$ cat config.mk
export PLATFORM = sky130hd
export DESIGN_NAME = ipv6_address_compressor_core_flat
export DESIGN_NICKNAME = d
export VERILOG_FILES = /design/src/design/ipv6ac_pkg.sv /design/src/design/ipv6ac_if.sv /design/src/design/ipv6ac_front.sv /design/src/design/ipv6ac_fifo.sv /design/src/design/ipv6ac_back.sv /design/src/design/ipv6_address_compressor_core.sv /design/src/flat_wrapper.sv
export SDC_FILE = /design/constraint.sdc
export NUM_CORES = 1
export LEC_CHECK = 0
export BUFFER_PORTS_ARGS = -buffer_cell sky130_fd_sc_hd__buf_4
export CORE_AREA = 2 2 207 189
export CTS_BUF_LIST = sky130_fd_sc_hd__clkbuf_4 sky130_fd_sc_hd__clkbuf_8
export DETAILED_ROUTE_END_ITERATION = 6
export DIE_AREA = 0 0 209 191
export PLACE_DENSITY = 0.67
export SLEW_MARGIN = 20
export SYNTH_ARGS = -nofsm -noshare
export SYNTH_HDL_FRONTEND = slang
export SYNTH_SLANG_ARGS = --single-unit
$ cat constraint.sdc
create_clock -name clk -period 11.6 [get_ports clk]
set_input_delay 1.16 -clock clk [delete_from_list [all_inputs] [get_ports clk]]
set_output_delay 1.16 -clock clk [all_outputs]
set_load 0.05 [all_outputs]
$ cat src/design/ipv6ac_pkg.sv
// Shared types, constants and helper functions of the IPv6 address compressor.
package ipv6ac_pkg;

	localparam int GROUPS     = 8;
	localparam int GRP_W      = 16;
	localparam int IDX_W      = 3;
	localparam int CHAR_W     = 8;
	localparam int FIFO_DEPTH = 2;
	localparam int FIFO_PTR_W = 1;
	localparam int FIFO_CNT_W = 2;

	localparam logic [CHAR_W-1:0] CHAR_COLON = 8'h3A;

	typedef logic [GRP_W-1:0]  group_t;
	typedef logic [CHAR_W-1:0] char_t;

	// One classified address: the groups and the zero run chosen for "::".
	typedef struct packed {
		group_t [GROUPS-1:0] grp;
		logic                has_run;
		logic [IDX_W-1:0]    run_start;
		logic [IDX_W:0]      run_end;
	} addr_item_t;

	// Position of the most significant non-zero nibble, zero for a zero group.
	function automatic logic [1:0] lead_nibble(input group_t g);
		logic [1:0] idx;
		idx = 2'd0;
		if (g[7:4] != 4'd0) idx = 2'd1;
		if (g[11:8] != 4'd0) idx = 2'd2;
		if (g[15:12] != 4'd0) idx = 2'd3;
		return idx;
	endfunction

endpackage

$ cat src/design/ipv6ac_if.sv
// Channel interfaces: address requests in, text characters out.
interface ipv6ac_addr_if;
	logic                 valid;
	logic                 ready;
	ipv6ac_pkg::group_t   group_0;
	ipv6ac_pkg::group_t   group_1;
	ipv6ac_pkg::group_t   group_2;
	ipv6ac_pkg::group_t   group_3;
	ipv6ac_pkg::group_t   group_4;
	ipv6ac_pkg::group_t   group_5;
	ipv6ac_pkg::group_t   group_6;
	ipv6ac_pkg::group_t   group_7;

	modport source (output valid, group_0, group_1, group_2, group_3,
		group_4, group_5, group_6, group_7, input ready);
	modport sink (input valid, group_0, group_1, group_2, group_3,
		group_4, group_5, group_6, group_7, output ready);
endinterface

interface ipv6ac_text_if;
	logic                valid;
	logic                ready;
	ipv6ac_pkg::char_t   text_char;
	logic                last_char;

	modport source (output valid, text_char, last_char, input ready);
	modport sink (input valid, text_char, last_char, output ready);
endinterface

$ cat src/design/ipv6ac_front.sv
// Front end: accepts address requests and finds the first longest zero run.
module ipv6ac_front (
	ipv6ac_addr_if.sink          addr,
	input  logic                 full,
	output logic                 push,
	output ipv6ac_pkg::addr_item_t item
);

	logic [ipv6ac_pkg::IDX_W:0]   run_len;
	logic [ipv6ac_pkg::IDX_W:0]   best_len;
	logic [ipv6ac_pkg::IDX_W-1:0] run_start;
	logic [ipv6ac_pkg::IDX_W-1:0] best_start;
	ipv6ac_pkg::group_t [ipv6ac_pkg::GROUPS-1:0] grp;

	assign addr.ready = !full;
	assign push       = addr.valid && !full;

	assign grp[0] = addr.group_0;
	assign grp[1] = addr.group_1;
	assign grp[2] = addr.group_2;
	assign grp[3] = addr.group_3;
	assign grp[4] = addr.group_4;
	assign grp[5] = addr.group_5;
	assign grp[6] = addr.group_6;
	assign grp[7] = addr.group_7;

	// Scan the groups once; a run only replaces the best when strictly longer.
	always_comb begin
		run_len    = '0;
		best_len   = '0;
		run_start  = '0;
		best_start = '0;
		for (int i = 0; i < ipv6ac_pkg::GROUPS; i++) begin
			if (grp[i] == '0) begin
				if (run_len == '0) run_start = ipv6ac_pkg::IDX_W'(i);
				run_len = run_len + 1'b1;
				if (run_len > best_len) begin
					best_len   = run_len;
					best_start = run_start;
				end
			end else begin
				run_len = '0;
			end
		end
	end

	always_comb begin
		item.grp       = grp;
		item.has_run   = (best_len != '0);
		item.run_start = best_start;
		item.run_end   = {1'b0, best_start} + best_len;
	end

endmodule

$ cat src/design/ipv6ac_fifo.sv
// Two-entry queue of classified addresses between front and back end.
module ipv6ac_fifo (
	input  logic                   clk,
	input  logic                   arst_n,
	input  logic                   push,
	input  ipv6ac_pkg::addr_item_t push_item,
	output logic                   full,
	input  logic                   pop,
	output ipv6ac_pkg::addr_item_t pop_item,
	output logic                   empty
);

	ipv6ac_pkg::addr_item_t                  store_q [ipv6ac_pkg::FIFO_DEPTH];
	logic [ipv6ac_pkg::FIFO_PTR_W-1:0]       wr_ptr_q;
	logic [ipv6ac_pkg::FIFO_PTR_W-1:0]       rd_ptr_q;
	logic [ipv6ac_pkg::FIFO_CNT_W-1:0]       count_q;

	assign full     = (count_q == ipv6ac_pkg::FIFO_CNT_W'(ipv6ac_pkg::FIFO_DEPTH));
	assign empty    = (count_q == '0);
	assign pop_item = store_q[rd_ptr_q];

	always_ff @(posedge clk) begin
		if (push) store_q[wr_ptr_q] <= push_item;
	end

	always_ff @(posedge clk or negedge arst_n) begin
		if (!arst_n) begin
			wr_ptr_q <= '0;
			rd_ptr_q <= '0;
			count_q  <= '0;
		end else begin
			if (push) wr_ptr_q <= wr_ptr_q + 1'b1;
			if (pop) rd_ptr_q <= rd_ptr_q + 1'b1;
			if (push && !pop) count_q <= count_q + 1'b1;
			else if (pop && !push) count_q <= count_q - 1'b1;
		end
	end

endmodule

$ cat src/design/ipv6ac_back.sv
// Back end: walks one classified address and sends its text a character a cycle while text.ready does not stall it.
module ipv6ac_back (
	input  logic                   clk,
	input  logic                   arst_n,
	input  logic                   empty,
	output logic                   pop,
	input  ipv6ac_pkg::addr_item_t pop_item,
	ipv6ac_text_if.source          text
);

	typedef enum logic [3:0] {
		ST_IDLE   = 4'b0001,
		ST_GROUP  = 4'b0010,
		ST_DIGIT  = 4'b0100,
		ST_DCOLON = 4'b1000
	} seq_state_t;

	localparam ipv6ac_pkg::char_t CHAR_ZERO  = 8'h30;
	localparam ipv6ac_pkg::char_t CHAR_ALPHA = 8'h57;
	localparam logic [ipv6ac_pkg::IDX_W-1:0] LAST_GROUP = ipv6ac_pkg::IDX_W'(ipv6ac_pkg::GROUPS - 1);

	seq_state_t                   state_q, state_d;
	ipv6ac_pkg::addr_item_t       item_q;
	logic [ipv6ac_pkg::IDX_W-1:0] gidx_q, gidx_d;
	logic [1:0]                   nib_q, nib_d;
	logic                         out_valid_q;
	ipv6ac_pkg::char_t            out_char_q;
	logic                         out_last_q;

	logic                         advance;
	logic                         emit;
	ipv6ac_pkg::char_t            emit_char;
	logic                         emit_last;
	ipv6ac_pkg::group_t           cur_grp;
	logic [1:0]                   lead;
	logic [1:0]                   sel_nib;
	logic [3:0]                   dig;
	ipv6ac_pkg::char_t            dig_char;
	logic                         need_sep;

	assign advance     = !out_valid_q || text.ready;
	assign text.valid     = out_valid_q;
	assign text.text_char = out_char_q;
	assign text.last_char = out_last_q;

	assign cur_grp  = item_q.grp[gidx_q];
	assign lead     = ipv6ac_pkg::lead_nibble(cur_grp);
	assign sel_nib  = (state_q == ST_DIGIT) ? nib_q : lead;
	assign dig      = 4'(cur_grp >> {sel_nib, 2'b00});
	assign dig_char = (dig < 4'd10) ? CHAR_ZERO + 8'(dig) : CHAR_ALPHA + 8'(dig);
	// The group right after the compressed run follows "::" with no separator.
	assign need_sep = (item_q.has_run && gidx_q == item_q.run_start) ||
		(gidx_q != '0 && !(item_q.has_run && {1'b0, gidx_q} == item_q.run_end));

	always_comb begin
		state_d   = state_q;
		gidx_d    = gidx_q;
		nib_d     = nib_q;
		pop       = 1'b0;
		emit      = 1'b0;
		emit_char = CHAR_ZERO;
		emit_last = 1'b0;
		case (state_q)
			ST_IDLE: begin
				if (advance && !empty) begin
					pop     = 1'b1;
					gidx_d  = '0;
					state_d = ST_GROUP;
				end
			end
			ST_GROUP, ST_DIGIT: begin
				emit = 1'b1;
				if (state_q == ST_GROUP && item_q.has_run && gidx_q == item_q.run_start) begin
					emit_char = ipv6ac_pkg::CHAR_COLON;
					state_d   = ST_DCOLON;
				end else if (state_q == ST_GROUP && need_sep) begin
					emit_char = ipv6ac_pkg::CHAR_COLON;
					nib_d     = lead;
					state_d   = ST_DIGIT;
				end else begin
					emit_char = dig_char;
					if (sel_nib == 2'd0) begin
						if (gidx_q == LAST_GROUP) begin
							emit_last = 1'b1;
							state_d   = ST_IDLE;
						end else begin
							gidx_d  = gidx_q + 1'b1;
							state_d = ST_GROUP;
						end
					end else begin
						nib_d   = sel_nib - 1'b1;
						state_d = ST_DIGIT;
					end
				end
			end
			ST_DCOLON: begin
				emit      = 1'b1;
				emit_char = ipv6ac_pkg::CHAR_COLON;
				if (item_q.run_end[ipv6ac_pkg::IDX_W]) begin
					emit_last = 1'b1;
					state_d   = ST_IDLE;
				end else begin
					gidx_d  = item_q.run_end[ipv6ac_pkg::IDX_W-1:0];
					state_d = ST_GROUP;
				end
			end
			default: begin
				state_d = ST_IDLE;
			end
		endcase
	end

	always_ff @(posedge clk) begin
		if (pop) item_q <= pop_item;
		if (advance && emit) begin
			out_char_q <= emit_char;
			out_last_q <= emit_last;
		end
	end

	always_ff @(posedge clk or negedge arst_n) begin
		if (!arst_n) begin
			state_q     <= ST_IDLE;
			gidx_q      <= '0;
			nib_q       <= '0;
			out_valid_q <= 1'b0;
		end else if (advance) begin
			state_q     <= state_d;
			gidx_q      <= gidx_d;
			nib_q       <= nib_d;
			out_valid_q <= emit;
		end
	end

endmodule

$ cat src/design/ipv6_address_compressor_core.sv
// IPv6 address compressor: turns eight 16-bit groups into compressed text, one
// character per output request. Each address request on addr is classified in
// the same cycle it is accepted (the first longest run of zero groups is found,
// a single zero group counting as a run) and placed in a two-entry queue, so
// addr.ready stays high while fewer than two addresses wait. The back end takes
// one address at a time from the queue: it loads the address, then sends its
// 2 to 39 characters in turn through the single character output register.
// Characters are lower-case hex digits and colons; leading zeros are dropped,
// a zero group prints as 0 and the chosen run prints as ::. last_char marks
// the final character of each address. Stalls on text.ready hold the output
// register and the sequencer; the front end keeps filling the queue meanwhile.
module ipv6_address_compressor_core (
	input  logic          clk,
	input  logic          arst_n,
	ipv6ac_addr_if.sink   addr,
	ipv6ac_text_if.source text
);

	// Queue handshake between the classifier and the sequencer.
	logic                   push;
	logic                   full;
	logic                   pop;
	logic                   empty;
	ipv6ac_pkg::addr_item_t push_item;
	ipv6ac_pkg::addr_item_t pop_item;

	// Classifier: accepts a request whenever the queue has room.
	ipv6ac_front u_front (
		.addr (addr),
		.full (full),
		.push (push),
		.item (push_item)
	);

	// Decouples the accept side from the character stream.
	ipv6ac_fifo u_fifo (
		.clk       (clk),
		.arst_n    (arst_n),
		.push      (push),
		.push_item (push_item),
		.full      (full),
		.pop       (pop),
		.pop_item  (pop_item),
		.empty     (empty)
	);

	// Sequencer and output register: emits the text of one address.
	ipv6ac_back u_back (
		.clk      (clk),
		.arst_n   (arst_n),
		.empty    (empty),
		.pop      (pop),
		.pop_item (pop_item),
		.text     (text)
	);

endmodule

$ cat src/flat_wrapper.sv
// flat-port wrapper written by rule: the top's interface ports become plain ports
module ipv6_address_compressor_core_flat 
  (clk, arst_n, addr_valid, addr_group_0, addr_group_1, addr_group_2, addr_group_3, addr_group_4, addr_group_5, addr_group_6, addr_group_7, addr_ready, text_valid, text_text_char, text_last_char, text_ready);
  ipv6ac_addr_if addr_i ();
  ipv6ac_text_if text_i ();
  input  logic clk;
  input  logic arst_n;
  input wire logic [$bits(addr_i.valid)-1:0] addr_valid;
  input wire logic [$bits(addr_i.group_0)-1:0] addr_group_0;
  input wire logic [$bits(addr_i.group_1)-1:0] addr_group_1;
  input wire logic [$bits(addr_i.group_2)-1:0] addr_group_2;
  input wire logic [$bits(addr_i.group_3)-1:0] addr_group_3;
  input wire logic [$bits(addr_i.group_4)-1:0] addr_group_4;
  input wire logic [$bits(addr_i.group_5)-1:0] addr_group_5;
  input wire logic [$bits(addr_i.group_6)-1:0] addr_group_6;
  input wire logic [$bits(addr_i.group_7)-1:0] addr_group_7;
  output wire logic [$bits(addr_i.ready)-1:0] addr_ready;
  output wire logic [$bits(text_i.valid)-1:0] text_valid;
  output wire logic [$bits(text_i.text_char)-1:0] text_text_char;
  output wire logic [$bits(text_i.last_char)-1:0] text_last_char;
  input wire logic [$bits(text_i.ready)-1:0] text_ready;
  assign addr_i.valid = addr_valid;
  assign addr_i.group_0 = addr_group_0;
  assign addr_i.group_1 = addr_group_1;
  assign addr_i.group_2 = addr_group_2;
  assign addr_i.group_3 = addr_group_3;
  assign addr_i.group_4 = addr_group_4;
  assign addr_i.group_5 = addr_group_5;
  assign addr_i.group_6 = addr_group_6;
  assign addr_i.group_7 = addr_group_7;
  assign addr_ready = addr_i.ready;
  assign text_valid = text_i.valid;
  assign text_text_char = text_i.text_char;
  assign text_last_char = text_i.last_char;
  assign text_i.ready = text_ready;
  ipv6_address_compressor_core u_core (.clk(clk), .arst_n(arst_n), .addr(addr_i), .text(text_i));
endmodule
==> run metrics <==
Leak 7.775 nW; R2R setup slack 6.71 ns; worst setup margin 0.7581 ns; Tcrit/Tclk final 93.46%; vias in the first global route 10.31k; Max Fclk 92.23 MHz; Most common cell on crit path ha_1; asr flop ratio synth 3.256%; Hold WC Path Type input pin to async pin; Internal 3.605 mW; CP Buf/Inv Count 9; Final Hold Fails 0; Rows 68; fin area 0.02171 mm2; hpwl dp 27580 um; core area 0.03786 mm2; Slew @ Worst Pin 1.038 ns; crit-path max cell delay 0.48 ns; Logic pwr share 26.4%; final hold slack 0.3902 ns; ys flop type edfxtp_1; Starting Density 49.23%; Startpoint Class input pin; Crit Path Max Fanout 13; TritonCTS clock tree done; Seq cells post-synth 430; most frequent cells in the layout edfxtp_1 (416), buf_4 (166), mux2_2 (142); P per Cell Area 240.2 mW/mm2; P_sw 1.609 mW; Final Util 57.33%; post-synthesis sequential area ratio 68.90%; PnR Total Power 5.214 mW; Residual DRC 0; post_cts resized 0; final setup violation count 0; antenna-violating nets left 0; H-tree Lvls 3; # hold bufs at CTS 0; Pre-antenna DRT Iters 5; critical path's slowest cell nor4_2; Setup Fix Bufs, Post-CTS 0; share of post-route cells with drive strength above 1 36.62%; Via density 5.724; Total Routed Length 41600 um; Max clock buf depth 3; yosys warns 0; Clock power frac 24.4%; Post-Place Worst Slack -0.2088 ns; placed inst area 0.02032 mm2; CP top delay family compound AO/OA/AOI/OAI gates; Layout area overhead 16.45%; peak supply drop 0.0001966 V; Root Driver clkbuf_8; Worst Setup End Kind flip-flop; n_diodes 0; DIE HEIGHT 191 um; pin count of the biggest net entering global routing 73; fin crit period 10.84 ns; Die Width 209 um; die area 0.03992 mm2; wire per inst 22.52 um; clock slew at reported path FFs 0.06 ns; gr ovfl total 0; port buffer count 141; Worst-Skew Late Latency 0.61 ns; Crit Path Category input pin to flip-flop; Iter 0 DRT Violations 976; gr usage total 20.93%; Avg Cell Area, Syn 16.76 um2; Nets 1481; syn_nets 1287; Post-synth EDFFs 416; Final Max Tran Viols 0; total number of vias 10.57k; CTS buffer count 72; first-pass GRT wire length 62330 um; Netlist cell types 81; setup TNS 0 ns; RD Place Congestion 0.8610; status finished clean; I/O pin count 143; Non-Filler Instances 1847; Synth Cell Area 0.01864 mm2; skew final 0.02758 ns; Sw Ratio 30.86%; Worst Path Required 11.94 ns; initial antenna violation count 0; max_slew headroom 30.78%; Cells after DPL 1722; sequential share of power 49.2%; Cells after Synth 1112; CTS sink cnt 430; Arr. time, crit path 11.18 ns; max cap viols 0; most common cell after layout, fill and taps aside edfxtp_1
## worst reg2reg max path, cell delays in order, from the launching register on
cell and delay (ns):
dfrtp_2 0.33, buf_4 0.54, mux4_2 0.66, or4_1 0.57
o31ai_1 0.42, o21ai_2 0.18, clkinv_2 0.18, mux4_2 0.52
mux2i_1 0.32, ha_1 0.24, inv_1 0.05, or4b_1 0.51
a21oi_1 0.20
## synth_stat cells (4+ instances only)
master	number	area, um2
dfrtp_1	13	325.3
nand3_1	15	75.07
xor2_1	12	105.1
edfxtp_1	416	12490
xnor2_1	7	61.31
mux2_2	142	1599
o21ai_0	30	150.1
a31oi_1	5	31.28
mux4_2	40	900.9
buf_1	5	18.77
nand4_1	13	81.33
nand2_1	62	232.7
nor4_2	8	100.1
a22oi_1	4	30.03
nor2_1	33	123.9
inv_1	35	131.4
and4_1	8	70.07
nor4b_1	4	35.03
o211ai_1	4	30.03
nor4_1	28	175.2
mux2i_1	14	140.1
nor2b_1	7	43.79
and3_1	4	25.02
nor3_1	8	40.04
ha_1	42	525.5
a21oi_1	28	140.1
clkbuf_1	29	108.9
a21o_1	4	30.03
buf_2	6	30.03
nand2b_1	6	37.54
## routing by layer
| layer | GRT usage [%] | wire length [um] |
|---|---|---|
| met2 | 30.21 | 18550 |
| met1 | 31.90 | 20000 |
| met3 | 3.992 | 1989 |
| met5 | 0 | 0 |
| met4 | 7.225 | 1054 |
## worst paths after layout
kind                                                   endpoint  cells past startpoint                    start
worst max register to register  u_core.u_back.text.text_char[2]                     12  u_core.u_back.gidx_q[0]
worst min register to register           u_core.u_back.nib_q[1]                      2   u_core.u_back.nib_q[1]
worst min-delay path                   u_core.u_fifo.count_q[0]                      1                   arst_n
max in group asynchronous              u_core.u_back.state_q[0]                      1                   arst_n
min in group clk                         u_core.u_back.nib_q[1]                      2   u_core.u_back.nib_q[1]
worst max-delay path                u_core.u_fifo.store_q[0][2]                     55          addr_group_1[9]
## final cells by class
cell class | instances | area [um2]
Clock buffer | 92 | 1154
Inverter | 37 | 140.1
Tap cell | 490 | 613.1
Multi-Input combinational cell | 599 | 5512
Fill cell | 2934 | 16150
Timing Repair Buffer | 166 | 1246
Clock inverter | 33 | 193.9
Sequential cell | 430 | 12850
## state kept, by name (all words and copies together) (netlist names)
signal,cells
u_core.u_fifo.store_q,272
u_core.u_back.item_q,136
u_core.u_back.text.text_char,7
u_core.u_back.state_q,4
u_core.u_back.gidx_q,3
u_core.u_back.nib_q,2
u_core.u_fifo.count_q,2
u_core.u_back.text.last_char,1
u_core.u_back.text.valid,1
u_core.u_fifo.rd_ptr_q,1
u_core.u_fifo.wr_ptr_q,1
## power groups by stage
stage / Combinational (mW) / Clock, mW / Sequential, mW
after floorplan: 1.01 / 0 / 2.55
after global placement: 1.37 / 0 / 2.57
after detailed placement: 1.39 / 0 / 2.58
after CTS: 1.40 / 1.30 / 2.56
after global routing: 1.49 / 1.36 / 2.60
final: 1.38 / 1.27 / 2.57
## cells by family (layout without fill, tap and decap cells)
| group | count (synthesis) | in the layout | synth area share, % |
|---|---|---|---|
| mux | 200 | 200 | 14.44 |
| flops | 430 | 430 | 68.90 |
| simple gates | 218 | 218 | 6.538 |
| fa+ha+maj | 43 | 43 | 2.927 |
| compound gates | 116 | 116 | 4.269 |
| other cells | 2 | 2 | 0.04029 |
| xor+xnor | 20 | 20 | 0.9800 |
| buf+inv | 83 | 328 | 1.900 |
No activity file was read; power rests on OpenSTA's default activity.
